### src/hdl/plu_pkg.sv
`default_nettype none

package plu_pkg;

   // node values and the interior count
   localparam int VALUE_BITS_DEF = 16;
   localparam int MAX_ADDED_DEF  = 30;

   // width of the interior count register, interior counters and divisor
   localparam int CNT_W = 5;

   localparam logic [CNT_W-1:0] ADDED_RESET = CNT_W'(4);

   typedef enum logic [1:0] {
      ST_IDLE,
      ST_DIV,
      ST_EMIT,
      ST_TAIL
   } state_type;

endpackage

`default_nettype wire

### src/hdl/plu_floor_div.sv
`default_nettype none

// bit-serial restoring divider, signed dividend, floor rounding
module plu_floor_div #(
   parameter int DATA_W = plu_pkg::VALUE_BITS_DEF + 1
) (
   input  wire logic                           clock,
   input  wire logic                           reset,
   input  wire logic                           go,
   input  wire logic signed [DATA_W-1:0]       num,
   input  wire logic [plu_pkg::CNT_W-1:0]      den,
   output logic                                done,
   output logic signed [DATA_W-1:0]            quo,
   output logic [plu_pkg::CNT_W-1:0]           rem
);

   localparam int CW  = plu_pkg::CNT_W;
   localparam int CNT_BITS = $clog2(DATA_W + 1);

   logic                run_ff, run_in;
   logic                fix_ff, fix_in;
   logic [CNT_BITS-1:0] cnt_ff, cnt_in;
   logic [DATA_W-1:0]   shift_ff, shift_in;
   logic [CW-1:0]       rem_ff, rem_in;
   logic [CW-1:0]       den_ff, den_in;
   logic                sign_ff, sign_in;

   logic [CW:0]         rem_try;
   logic                fits;

   always_comb begin
      rem_try = {rem_ff, shift_ff[DATA_W-1]};
      fits    = rem_try >= {1'b0, den_ff};
   end

   always_comb begin
      run_in   = run_ff;
      fix_in   = 1'b0;
      cnt_in   = cnt_ff;
      shift_in = shift_ff;
      rem_in   = rem_ff;
      den_in   = den_ff;
      sign_in  = sign_ff;
      if (go) begin
         run_in   = 1'b1;
         cnt_in   = CNT_BITS'(DATA_W);
         sign_in  = num[DATA_W-1];
         shift_in = num[DATA_W-1] ? DATA_W'(-num) : DATA_W'(num);
         rem_in   = '0;
         den_in   = den;
      end else if (run_ff) begin
         // one quotient bit per cycle
         shift_in = {shift_ff[DATA_W-2:0], fits};
         rem_in   = fits ? CW'(rem_try - {1'b0, den_ff}) : rem_try[CW-1:0];
         cnt_in   = cnt_ff - 1'b1;
         if (cnt_ff == CNT_BITS'(1)) begin
            run_in = 1'b0;
            fix_in = 1'b1;
         end
      end
   end

   always_ff @(posedge clock) begin
      if (reset) begin
         run_ff <= 1'b0;
         fix_ff <= 1'b0;
      end else begin
         run_ff <= run_in;
         fix_ff <= fix_in;
      end
      cnt_ff   <= cnt_in;
      shift_ff <= shift_in;
      rem_ff   <= rem_in;
      den_ff   <= den_in;
      sign_ff  <= sign_in;
   end

   // turn truncated magnitude result into floor quotient and positive remainder
   always_comb begin
      done = fix_ff;
      if (!sign_ff) begin
         quo = shift_ff;
         rem = rem_ff;
      end else if (rem_ff == '0) begin
         quo = -shift_ff;
         rem = '0;
      end else begin
         quo = ~shift_ff;
         rem = den_ff - rem_ff;
      end
   end

endmodule

`default_nettype wire

### src/hdl/polyline_linear_upsampler_core.sv
`default_nettype none

// Linear upsampler for the node values of a polyline.
// Request channel (req_): one node word per item, with last_node marking
// the final node and closed (read on the last node) selecting a wrap back
// to the first node. Response channel (rsp_): one value word per cycle at
// most, run_last on the final word of an item, poly_end on the final word
// of the polyline. csr_wr_en/csr_wr_data set the interior count (4 after reset).
// Each segment first runs a bit-serial floor divider of the segment delta
// by the interior count plus one, then emits the interior count plus one
// words, one per cycle while rsp_ is not stalled, by stepping quotient and
// remainder. A closed last node adds a second segment and one more word.
// The first node of a polyline that is not its last gives no word and
// leaves the sequencer idle.
// req_stall is high while an item is in work. A stall on rsp_ holds the
// output valid and data and pauses the sequencer in its emit and closing
// states; the next item is accepted while the final word still waits.
// Reset clears the sequencer, the output valid flag and the polyline start
// flag, and sets the interior count to 4.
module polyline_linear_upsampler_core #(
   parameter int VALUE_BITS = plu_pkg::VALUE_BITS_DEF,
   parameter int MAX_ADDED  = plu_pkg::MAX_ADDED_DEF
) (
   input  wire logic                              clock,
   input  wire logic                              reset,
   input  wire logic                              req_valid,
   output logic                                   req_stall,
   input  wire logic signed [VALUE_BITS-1:0]      req_node_value,
   input  wire logic                              req_last_node,
   input  wire logic                              req_closed,
   output logic                                   rsp_valid,
   input  wire logic                              rsp_stall,
   output logic signed [VALUE_BITS-1:0]           rsp_out_value,
   output logic                                   rsp_run_last,
   output logic                                   rsp_poly_end,
   input  wire logic                              csr_wr_en,
   input  wire logic [plu_pkg::CNT_W-1:0]         csr_wr_data
);

   localparam int CW = plu_pkg::CNT_W;
   localparam int DW = VALUE_BITS + 1;

   plu_pkg::state_type state_ff, state_in;

   logic [CW-1:0]                added_ff;
   logic                         have_prev_ff, have_prev_in;
   logic signed [VALUE_BITS-1:0] first_ff, prev_ff, value_ff;
   logic                         last_ff, closed_ff, wrap_ff;
   logic signed [VALUE_BITS-1:0] seg_start_ff;
   logic signed [VALUE_BITS-1:0] cur_ff, cur_in;
   logic [CW-1:0]                frac_ff, frac_in;
   logic [CW-1:0]                cnt_ff;
   logic signed [DW-1:0]         step_q_ff;
   logic [CW-1:0]                step_r_ff;

   logic                         rsp_valid_ff;
   logic signed [VALUE_BITS-1:0] rsp_value_ff;
   logic                         rsp_run_last_ff, rsp_poly_end_ff;

   logic [CW-1:0]                n_sat, den;
   logic                         req_fire, out_free, seg_done;
   logic                         div_go, emit_load, wrap_in;
   logic signed [VALUE_BITS-1:0] seg_start_in, seg_end_in;
   logic signed [DW-1:0]         delta;
   logic                         div_done;
   logic signed [DW-1:0]         div_quo;
   logic [CW-1:0]                div_rem;
   logic [CW:0]                  frac_sum;
   logic                         carry;
   logic signed [DW-1:0]         cur_sum;
   logic signed [VALUE_BITS-1:0] out_value_c;
   logic                         out_run_last_c, out_poly_end_c;

   always_comb begin
      n_sat    = (added_ff > CW'(MAX_ADDED)) ? CW'(MAX_ADDED) : added_ff;
      den      = n_sat + 1'b1;
      req_fire = req_valid && !req_stall;
      out_free = !rsp_valid_ff || !rsp_stall;
      seg_done = out_free && (cnt_ff == n_sat);
   end

   // next state
   always_comb begin
      state_in = state_ff;
      unique case (state_ff)
         plu_pkg::ST_IDLE: begin
            if (req_fire) begin
               if (have_prev_ff) begin
                  state_in = plu_pkg::ST_DIV;
               end else if (req_last_node) begin
                  state_in = req_closed ? plu_pkg::ST_DIV : plu_pkg::ST_TAIL;
               end
            end
         end
         plu_pkg::ST_DIV: begin
            if (div_done) begin
               state_in = plu_pkg::ST_EMIT;
            end
         end
         plu_pkg::ST_EMIT: begin
            if (seg_done) begin
               if (wrap_ff) begin
                  state_in = plu_pkg::ST_TAIL;
               end else if (last_ff) begin
                  state_in = closed_ff ? plu_pkg::ST_DIV : plu_pkg::ST_TAIL;
               end else begin
                  state_in = plu_pkg::ST_IDLE;
               end
            end
         end
         plu_pkg::ST_TAIL: begin
            if (out_free) begin
               state_in = plu_pkg::ST_IDLE;
            end
         end
         default: state_in = plu_pkg::ST_IDLE;
      endcase
   end

   // sequencer outputs
   always_comb begin
      req_stall      = 1'b1;
      div_go         = 1'b0;
      emit_load      = 1'b0;
      wrap_in        = wrap_ff;
      seg_start_in   = req_node_value;
      seg_end_in     = req_node_value;
      out_value_c    = cur_ff;
      out_run_last_c = 1'b0;
      out_poly_end_c = 1'b0;
      unique case (state_ff)
         plu_pkg::ST_IDLE: begin
            req_stall = 1'b0;
            if (have_prev_ff) begin
               seg_start_in = prev_ff;
               wrap_in      = 1'b0;
               div_go       = req_fire;
            end else begin
               // single-node closed polyline wraps onto itself
               wrap_in = 1'b1;
               div_go  = req_fire && req_last_node && req_closed;
            end
         end
         plu_pkg::ST_DIV: begin
         end
         plu_pkg::ST_EMIT: begin
            emit_load      = out_free;
            out_run_last_c = (cnt_ff == n_sat) && !last_ff;
            seg_start_in   = value_ff;
            seg_end_in     = first_ff;
            wrap_in        = 1'b1;
            div_go         = seg_done && !wrap_ff && last_ff && closed_ff;
         end
         plu_pkg::ST_TAIL: begin
            emit_load      = out_free;
            out_value_c    = closed_ff ? first_ff : value_ff;
            out_run_last_c = 1'b1;
            out_poly_end_c = 1'b1;
         end
         default: begin
         end
      endcase
   end

   always_comb begin
      delta = {seg_end_in[VALUE_BITS-1], seg_end_in}
            - {seg_start_in[VALUE_BITS-1], seg_start_in};
   end

   plu_floor_div #(
      .DATA_W (DW)
   ) u_div (
      .clock (clock),
      .reset (reset),
      .go    (div_go),
      .num   (delta),
      .den   (den),
      .done  (div_done),
      .quo   (div_quo),
      .rem   (div_rem)
   );

   // step to the next interior point: q += Q, r += R with carry at den
   always_comb begin
      frac_sum = {1'b0, frac_ff} + {1'b0, step_r_ff};
      carry    = frac_sum >= {1'b0, den};
      frac_in  = carry ? CW'(frac_sum - {1'b0, den}) : frac_sum[CW-1:0];
      cur_sum  = {cur_ff[VALUE_BITS-1], cur_ff} + step_q_ff
               + {{(DW-1){1'b0}}, carry};
      cur_in   = cur_sum[VALUE_BITS-1:0];
   end

   always_comb begin
      have_prev_in = have_prev_ff;
      if (req_fire) begin
         have_prev_in = !req_last_node;
      end
   end

   always_ff @(posedge clock) begin
      if (reset) begin
         state_ff     <= plu_pkg::ST_IDLE;
         have_prev_ff <= 1'b0;
         added_ff     <= plu_pkg::ADDED_RESET;
         rsp_valid_ff <= 1'b0;
      end else begin
         state_ff     <= state_in;
         have_prev_ff <= have_prev_in;
         if (csr_wr_en) begin
            added_ff <= csr_wr_data;
         end
         rsp_valid_ff <= emit_load || (rsp_valid_ff && rsp_stall);
      end

      if (req_fire) begin
         if (!have_prev_ff) begin
            first_ff <= req_node_value;
         end
         prev_ff   <= req_node_value;
         value_ff  <= req_node_value;
         last_ff   <= req_last_node;
         closed_ff <= req_closed;
      end

      if (div_go) begin
         seg_start_ff <= seg_start_in;
         wrap_ff      <= wrap_in;
      end

      if (div_done) begin
         step_q_ff <= div_quo;
         step_r_ff <= div_rem;
         cur_ff    <= seg_start_ff;
         frac_ff   <= '0;
         cnt_ff    <= '0;
      end else if (state_ff == plu_pkg::ST_EMIT && out_free) begin
         cur_ff  <= cur_in;
         frac_ff <= frac_in;
         cnt_ff  <= cnt_ff + 1'b1;
      end

      if (emit_load) begin
         rsp_value_ff    <= out_value_c;
         rsp_run_last_ff <= out_run_last_c;
         rsp_poly_end_ff <= out_poly_end_c;
      end
   end

   assign rsp_valid     = rsp_valid_ff;
   assign rsp_out_value = rsp_value_ff;
   assign rsp_run_last  = rsp_run_last_ff;
   assign rsp_poly_end  = rsp_poly_end_ff;

   a_cnt_in_range: assert property (@(posedge clock) disable iff (reset)
      state_ff == plu_pkg::ST_EMIT |-> cnt_ff <= n_sat)
      else $error("interior counter ran past the interior count");

   a_frac_below_den: assert property (@(posedge clock) disable iff (reset)
      state_ff == plu_pkg::ST_EMIT |-> frac_ff < den)
      else $error("step remainder not below divisor");

   a_tail_on_last: assert property (@(posedge clock) disable iff (reset)
      state_ff == plu_pkg::ST_TAIL |-> last_ff)
      else $error("closing word without a last node");

   a_wrap_closed: assert property (@(posedge clock) disable iff (reset)
      (state_ff == plu_pkg::ST_EMIT && wrap_ff) |-> (last_ff && closed_ff))
      else $error("wrap segment on an open or unfinished polyline");

   a_new_polyline: assert property (@(posedge clock) disable iff (reset)
      (req_fire && req_last_node) |=> !have_prev_ff)
      else $error("polyline start flag kept after last node");

endmodule

`default_nettype wire

### config.mk
export PLATFORM = sky130hd
export DESIGN_NAME = polyline_linear_upsampler_core
export DESIGN_NICKNAME = d
export VERILOG_FILES = /design/src/hdl/plu_pkg.sv /design/src/hdl/plu_floor_div.sv /design/src/hdl/polyline_linear_upsampler_core.sv
export SDC_FILE = /design/constraint.sdc
export NUM_CORES = 1
export LEC_CHECK = 0
export BUFFER_PORTS_ARGS = -buffer_cell sky130_fd_sc_hd__buf_2
export CAP_MARGIN = 20
export CORE_MARGIN = 1.5
export CORE_UTILIZATION = 50
export DETAILED_ROUTE_END_ITERATION = 16
export PLACE_DENSITY = 0.7
export SLEW_MARGIN = 20
export SYNTH_ARGS = -nofsm -noshare
export SYNTH_HDL_FRONTEND = slang
export SYNTH_SLANG_ARGS = --single-unit
export TNS_END_PERCENT = 1
### constraint.sdc
create_clock -name clock -period 4.4 [get_ports clock]
set_input_delay 0.44 -clock clock [delete_from_list [all_inputs] [get_ports clock]]
set_output_delay 0.44 -clock clock [all_outputs]
set_load 0.02 [all_outputs]
# After elaboration in Yosys (flattened, before gate mapping)
# Index checks and enable logic that the tools add are counted.
[word_totals] ff_bits=160 latchBits=0 ramBits=0 rom_bits=0 inputBits=28 word_cells=120 mem_count=0
[classes] addsub=12 multipliers=0 div=0 n_lt_le_gt_ge=3 eq_ne=10 shifts=0 mux=40 bitwise=3 reduce_logical=27
[ops] op="$mux 16" n=8
[ops] op="$mux 17" n=3
[ops] op="$pmux 16 s2" n=1
[ops] op="$mux 5" n=5
[ops] op="$mux 2" n=10
[ops] op="$neg 17->17" n=1
[ops] op="$sub 16x16->17" n=1
[ops] op="$add 16x1->16" n=1
[ops] op="$add 16x16->16" n=1
[ops] op="$neg 16->16" n=1
[ops] op="$not 16->16" n=1
[ops] op="$sub 5x5->5" n=3
[ops] op="$ge 6x5->1" n=2
[ops] op="$add 5x1->5 const B" n=2
[ops] op="$logic_and 1x1->1" n=10
[ops] op="$mux 1" n=9
[ops] op="$pmux 2 s4" n=1
[ops] op="$add 5x5->6" n=1
[ops] op="$ne 2x2->1 const B" n=3
[ops] op="$pmux 1 s2" n=3
[ops] op="$reduce_bool 2->1" n=3
[ops] op="$eq 5x1->1 const B" n=1
[ops] op="$eq 5x5->1" n=1
[ops] op="$gt 5x5->1 const B" n=1
[ops] op="14 further kinds" n=22

# Depth between registers and ports, before layout
[logic_depth] ltp_word=9 depth_mapped=22 mapped_depth_nobuf=22

# By module
# Synthesis repeated with hierarchy kept, for this count alone.
[hier_totals] hier_cells=924 hier_area_um2=9480.3
[modules_own_cells] module="polyline_linear_upsampler_core" instances=1 cells_each=650 area_each_um2=6942.9
[modules_own_cells] module="plu_floor_div" instances=1 cells_each=274 area_each_um2=2537.4

# Worst setup path before layout
# Ideal clock, no wire load.
[synth_timing] path_type="register to register" start="register frac_ff[0]" end="register cur_ff[14], data pin" setup_time_ns=0.259 t_arrival_ns=4.263 t_required_ns=4.141 slack_ns=-0.122 stages_incl_launch_ff=23 cell_sequence="dfxtp_1 -> ha_1 -> inv_1 -> fa_1 -> inv_1 -> a21o_1 -> a21oi_1 -> xnor2_1 -> ha_1 -> and3_1 -> a311oi_1 -> o21ai_0 -> nor2_1 -> fa_1 -> fa_1 -> nor2b_1 -> o21ai_0 -> a21boi_0 -> o21ai_0 -> a21o_1 -> a31oi_1 -> a2111oi_0 -> a211o_1"
[synth_via] elab_chain_len=5
[synth_lines] item="start, declared" line_no="polyline_linear_upsampler_core.sv:51" text="logic [CW-1:0] frac_ff, frac_in;"
[synth_lines] item="start signal, assigned" line_no="polyline_linear_upsampler_core.sv:238" text="frac_ff <= frac_in;"
[synth_lines] item="$add 5x5->6" line_no="polyline_linear_upsampler_core.sv:185" text="frac_sum = {1'b0, frac_ff} + {1'b0, step_r_ff};"
[synth_lines] item="$ge 6x5->1" line_no="polyline_linear_upsampler_core.sv:186" text="carry = frac_sum >= {1'b0, den};"
[synth_lines] item="$add 16x1->16" line_no="polyline_linear_upsampler_core.sv:189" text="+ {{(DW-1){1'b0}}, carry};"
[synth_lines] item="$mux 16" line_no="polyline_linear_upsampler_core.sv:236" text="end else if (state_ff == plu_pkg::ST_EMIT && out_free) begin"
[synth_lines] item="$mux 16" line_no="polyline_linear_upsampler_core.sv:230" text="if (div_done) begin"
[synth_lines] item="end signal, assigned" line_no="polyline_linear_upsampler_core.sv:233" text="cur_ff <= seg_start_ff;"
[synth_lines] item="end signal, assigned" line_no="polyline_linear_upsampler_core.sv:237" text="cur_ff <= cur_in;"
[synth_lines] item="end, declared" line_no="polyline_linear_upsampler_core.sv:50" text="logic signed [VALUE_BITS-1:0] cur_ff, cur_in;"
# No other way between the ends. The select of a mux whose other input is x is not followed.
# A chain may end at the register's enable or synchronous reset.

# Final worst setup path
[layout_timing] start="register step_r_ff[0]" end="register cur_ff[14], data pin"
[layout_via] elab_chain_len=5
[layout_lines] item="start, declared" line_no="polyline_linear_upsampler_core.sv:54" text="logic [CW-1:0] step_r_ff;"
[layout_lines] item="start signal, assigned" line_no="polyline_linear_upsampler_core.sv:232" text="step_r_ff <= div_rem;"
[layout_lines] item="$add 5x5->6" line_no="polyline_linear_upsampler_core.sv:185"
[layout_lines] item="$ge 6x5->1" line_no="polyline_linear_upsampler_core.sv:186"
[layout_lines] item="$add 16x1->16" line_no="polyline_linear_upsampler_core.sv:189"
[layout_lines] item="$mux 16" line_no="polyline_linear_upsampler_core.sv:236"
[layout_lines] item="$mux 16" line_no="polyline_linear_upsampler_core.sv:230"
# No other way between the ends. The select of a mux whose other input is x is not followed.

==> qor.yml <==
yosysSeqAreaShare: 0.4770
avgSynthCellArea_um2: 10.54
preCtsSetupSlack_ns: -0.1519
final_cell_count_no_fill: 1209
critPathKind: "reg -> reg"
antenna_cells: 0
nets: 1052
synth_area_um2: 9422
hpwlAfterDp_mm: 15.46
cp-start-kind: "register"
ir_worst_vdd_uv: 211.7
synth_cell_types: 69
path_cells: "ha_2 > inv_2 > fa_2 > inv_1 > a21o_1 > a21oi_2 > xnor2_1 > ha_1 > and3_4 > a311oi_2 > o21ai_1 > nor2_2 > fa_2 > fa_2 > nor2b_1 > o21ai_1 > a21boi_1 > o21ai_1 > a21o_1 > a31oi_4 > a2111oi_2 > a211o_1"
die_x_um: 140.3
grt_pass1_vias: 6480
finalWirelength_mm: 21.36
setup_tns_ns: -0.03282
fin_crit_ns: 4.423
avgViaCountPerCell: 5.683
dp.cells: 1172
fin_ws_ns: -0.02316
routedWlPerCell_um: 17.67
slew_headroom: 0.3075
final_common_cell: "edfxtp_1"
drt-pass1-iter-count: 5
port-buffer-count: 47
syn_nets: 984
async_flop_share: 0
timing.final.crit_share: 1.005
hp-class: "in -> reg"
cts_tree: "yes"
drive_above_1_share: 0.1662
slew_violations: 0
gr-total-overflow: 0
core.rowCount: 50
clock_latency_ns: 0.43
final_cell_mix: "129 x edfxtp_1, 77 x nand2_1, 67 x nor2_1, 60 x inv_1, 54 x ha_1"
grt_use_total: 0.2214
ys_seq_elements: 160
clock_skew_ns: 0.008656
max_stage_delay_ns: 0.40
cts_sinks: 160
cp-end-kind: "register"
setup_viol: 2
die_y_um: 140.3
cts_buffer_depth: 2
synth_flop_cell: "edfxtp_1"
arrival_ns: 4.60
gp_congestion: 0.8774
clkTransAtPathRegs_ns: 0.06
cts_buffers: 17
worst_pin_slew_ns: 1.038
antenna_found_initial: 0
fin_util: 0.5774
io_pins: 48
grt_max_degree: 44
hold_viol_final: 0
cpMaxStageDelayCell: "fa_2"
leakagePower_uw: 0.004357
fillerInstances: 1570
synth-edff-count: 129
drc: 0
dieArea_um2: 19680
root_buffer: "clkbuf_16"
drt-initial-drc-count: 583
area_growth_pct: 13.88
cellPowerDensity_nw_per_um2: 526.0
cts_max_level: 4
required_ns: 4.58
clock.fmax_mhz: 226.1
core_um2: 18580
violations: "setup timing"
worstPathMaxFanout: 3
rsz0062_at_grt: "yes"
outcome: "complete, but fails checks"
syn_inst: 894
grt_first_pass_wirelength_mm: 33.82
ant_nets: 0
yosys_warnings: 0
vias: 6871
maxCapViolations: 0
start_util: 0.5071
## metrics by stage
step | cell area (um2) | hold slack (ns) | power (uW)
after floorplan | 9430 | 0.4362 | 3596
after global placement | 10070 | 0.4456 | 4129
after detailed placement | 10070 | 0.4661 | 4178
after CTS | 10650 | 0.2182 | 5584
after global routing | 10730 | 0.2312 | 5990
final | 10730 | 0.2270 | 5643
## worst max-delay path, delay by kind of cell, from the launching register on
kind | cells | cell delay [ns]
flip-flops | 1 | 0.33
AND/OR/NAND/NOR | 3 | 0.38
adder cells (fa/ha/maj) | 5 | 1.63
AO/OA/AOI/OAI | 11 | 1.58
buffers and inverters | 2 | 0.10
XOR/XNOR | 1 | 0.15
## cells in the mapped netlist, drive strengths merged, types with 3 or more instances
master,number,area (um2)
edfxtp,129,3874
nand2,79,299.0
nor2,68,255.2
inv,62,232.7
o21ai,58,290.3
ha,55,688.2
a21oi,49,245.2
mux2i,45,450.4
xnor2,39,341.6
dfxtp,31,620.6
clkbuf,29,108.9
xor2,29,254.0
mux2,19,214.0
o31ai,18,162.7
nor3,16,85.08
a21o,15,112.6
nand3,15,75.07
a211oi,14,110.1
nor2b,13,81.33
nand2b,12,75.07
and2,8,50.05
fa,7,140.1
and3,6,37.54
or4,6,52.55
nor3b,5,37.54
o22ai,5,31.28
or3,5,36.28
a31oi,4,25.02
a2111oi,3,27.53
a211o,3,26.28
a311oi,3,26.28
nand4,3,18.77
nor4b,3,26.28
o21a,3,22.52
o311ai,3,26.28
## per-layer routing
metal / global-route usage / part of all wire / wire [um]
met5: 0 / 0 / 0
met4: 0.07313 / 0.018 / 387
met3: 0.03077 / 0.057 / 1215
met2: 0.3562 / 0.46 / 9889
met1: 0.3095 / 0.46 / 9871
## cell families (layout without fill, tap and decap cells)
group | count (synthesis) | in the layout | share of synthesized area
buffers and inverters | 94 | 175 | 0.03758
muxes | 64 | 64 | 0.07052
AOI/OAI and AO/OA | 197 | 197 | 0.1356
and+or+nand+nor | 249 | 249 | 0.1282
adders and majority gates | 62 | 62 | 0.08791
xor gates and xnor gates | 68 | 68 | 0.06321
DFF | 160 | 160 | 0.4770
## sequential cells by signal, summed over array words and instances, names as in the netlist, 16 cells and up
register        count
rsp_out_value      16
first_ff           16
value_ff           16
u_div.shift_ff     17
seg_start_ff       16
step_q_ff          16
cur_ff             16
## final timing paths
kind	startpoint	end	slack, ns	cells past startpoint
max reg2reg	step_r_ff[0]$_DFFE_PP_	cur_ff[14]$_DFFE_PP_	-0.02	22
min reg2reg	frac_ff[0]$_SDFFE_PP0P_	frac_ff[0]$_SDFFE_PP0P_	0.46	2
min	csr_wr_data[2]	added_ff[2]$_SDFFE_PP1P_	0.23	2
max	step_r_ff[0]$_DFFE_PP_	cur_ff[14]$_DFFE_PP_	-0.02	22
## cell type report
class                   count  area (um2)  area share
repair buffers             80       495.5     0.04618
flip-flops and latches    160        4499      0.4194
clock buffers              23       467.9     0.04362
inverters                  63       236.5     0.02204
well taps                 234       292.8     0.02729
clock inverters             9       83.83    0.007813
multi-input cells         640        4653      0.4337
## timing repair
action	in CTS	in global routing
endpoints found under the hold margin	0	0
buffers inserted	1	4
endpoints found under the setup margin	6	11
pin swaps	2	16
resized for setup	8	15
hold buffers	0	0
gates cloned	0	0
## report_power, final
group / internal (uW) / switching (uW)
Combinational: 942 / 1210
Sequential: 1920 / 184
Clock: 809 / 582
(Power assumes the default switching activity.)
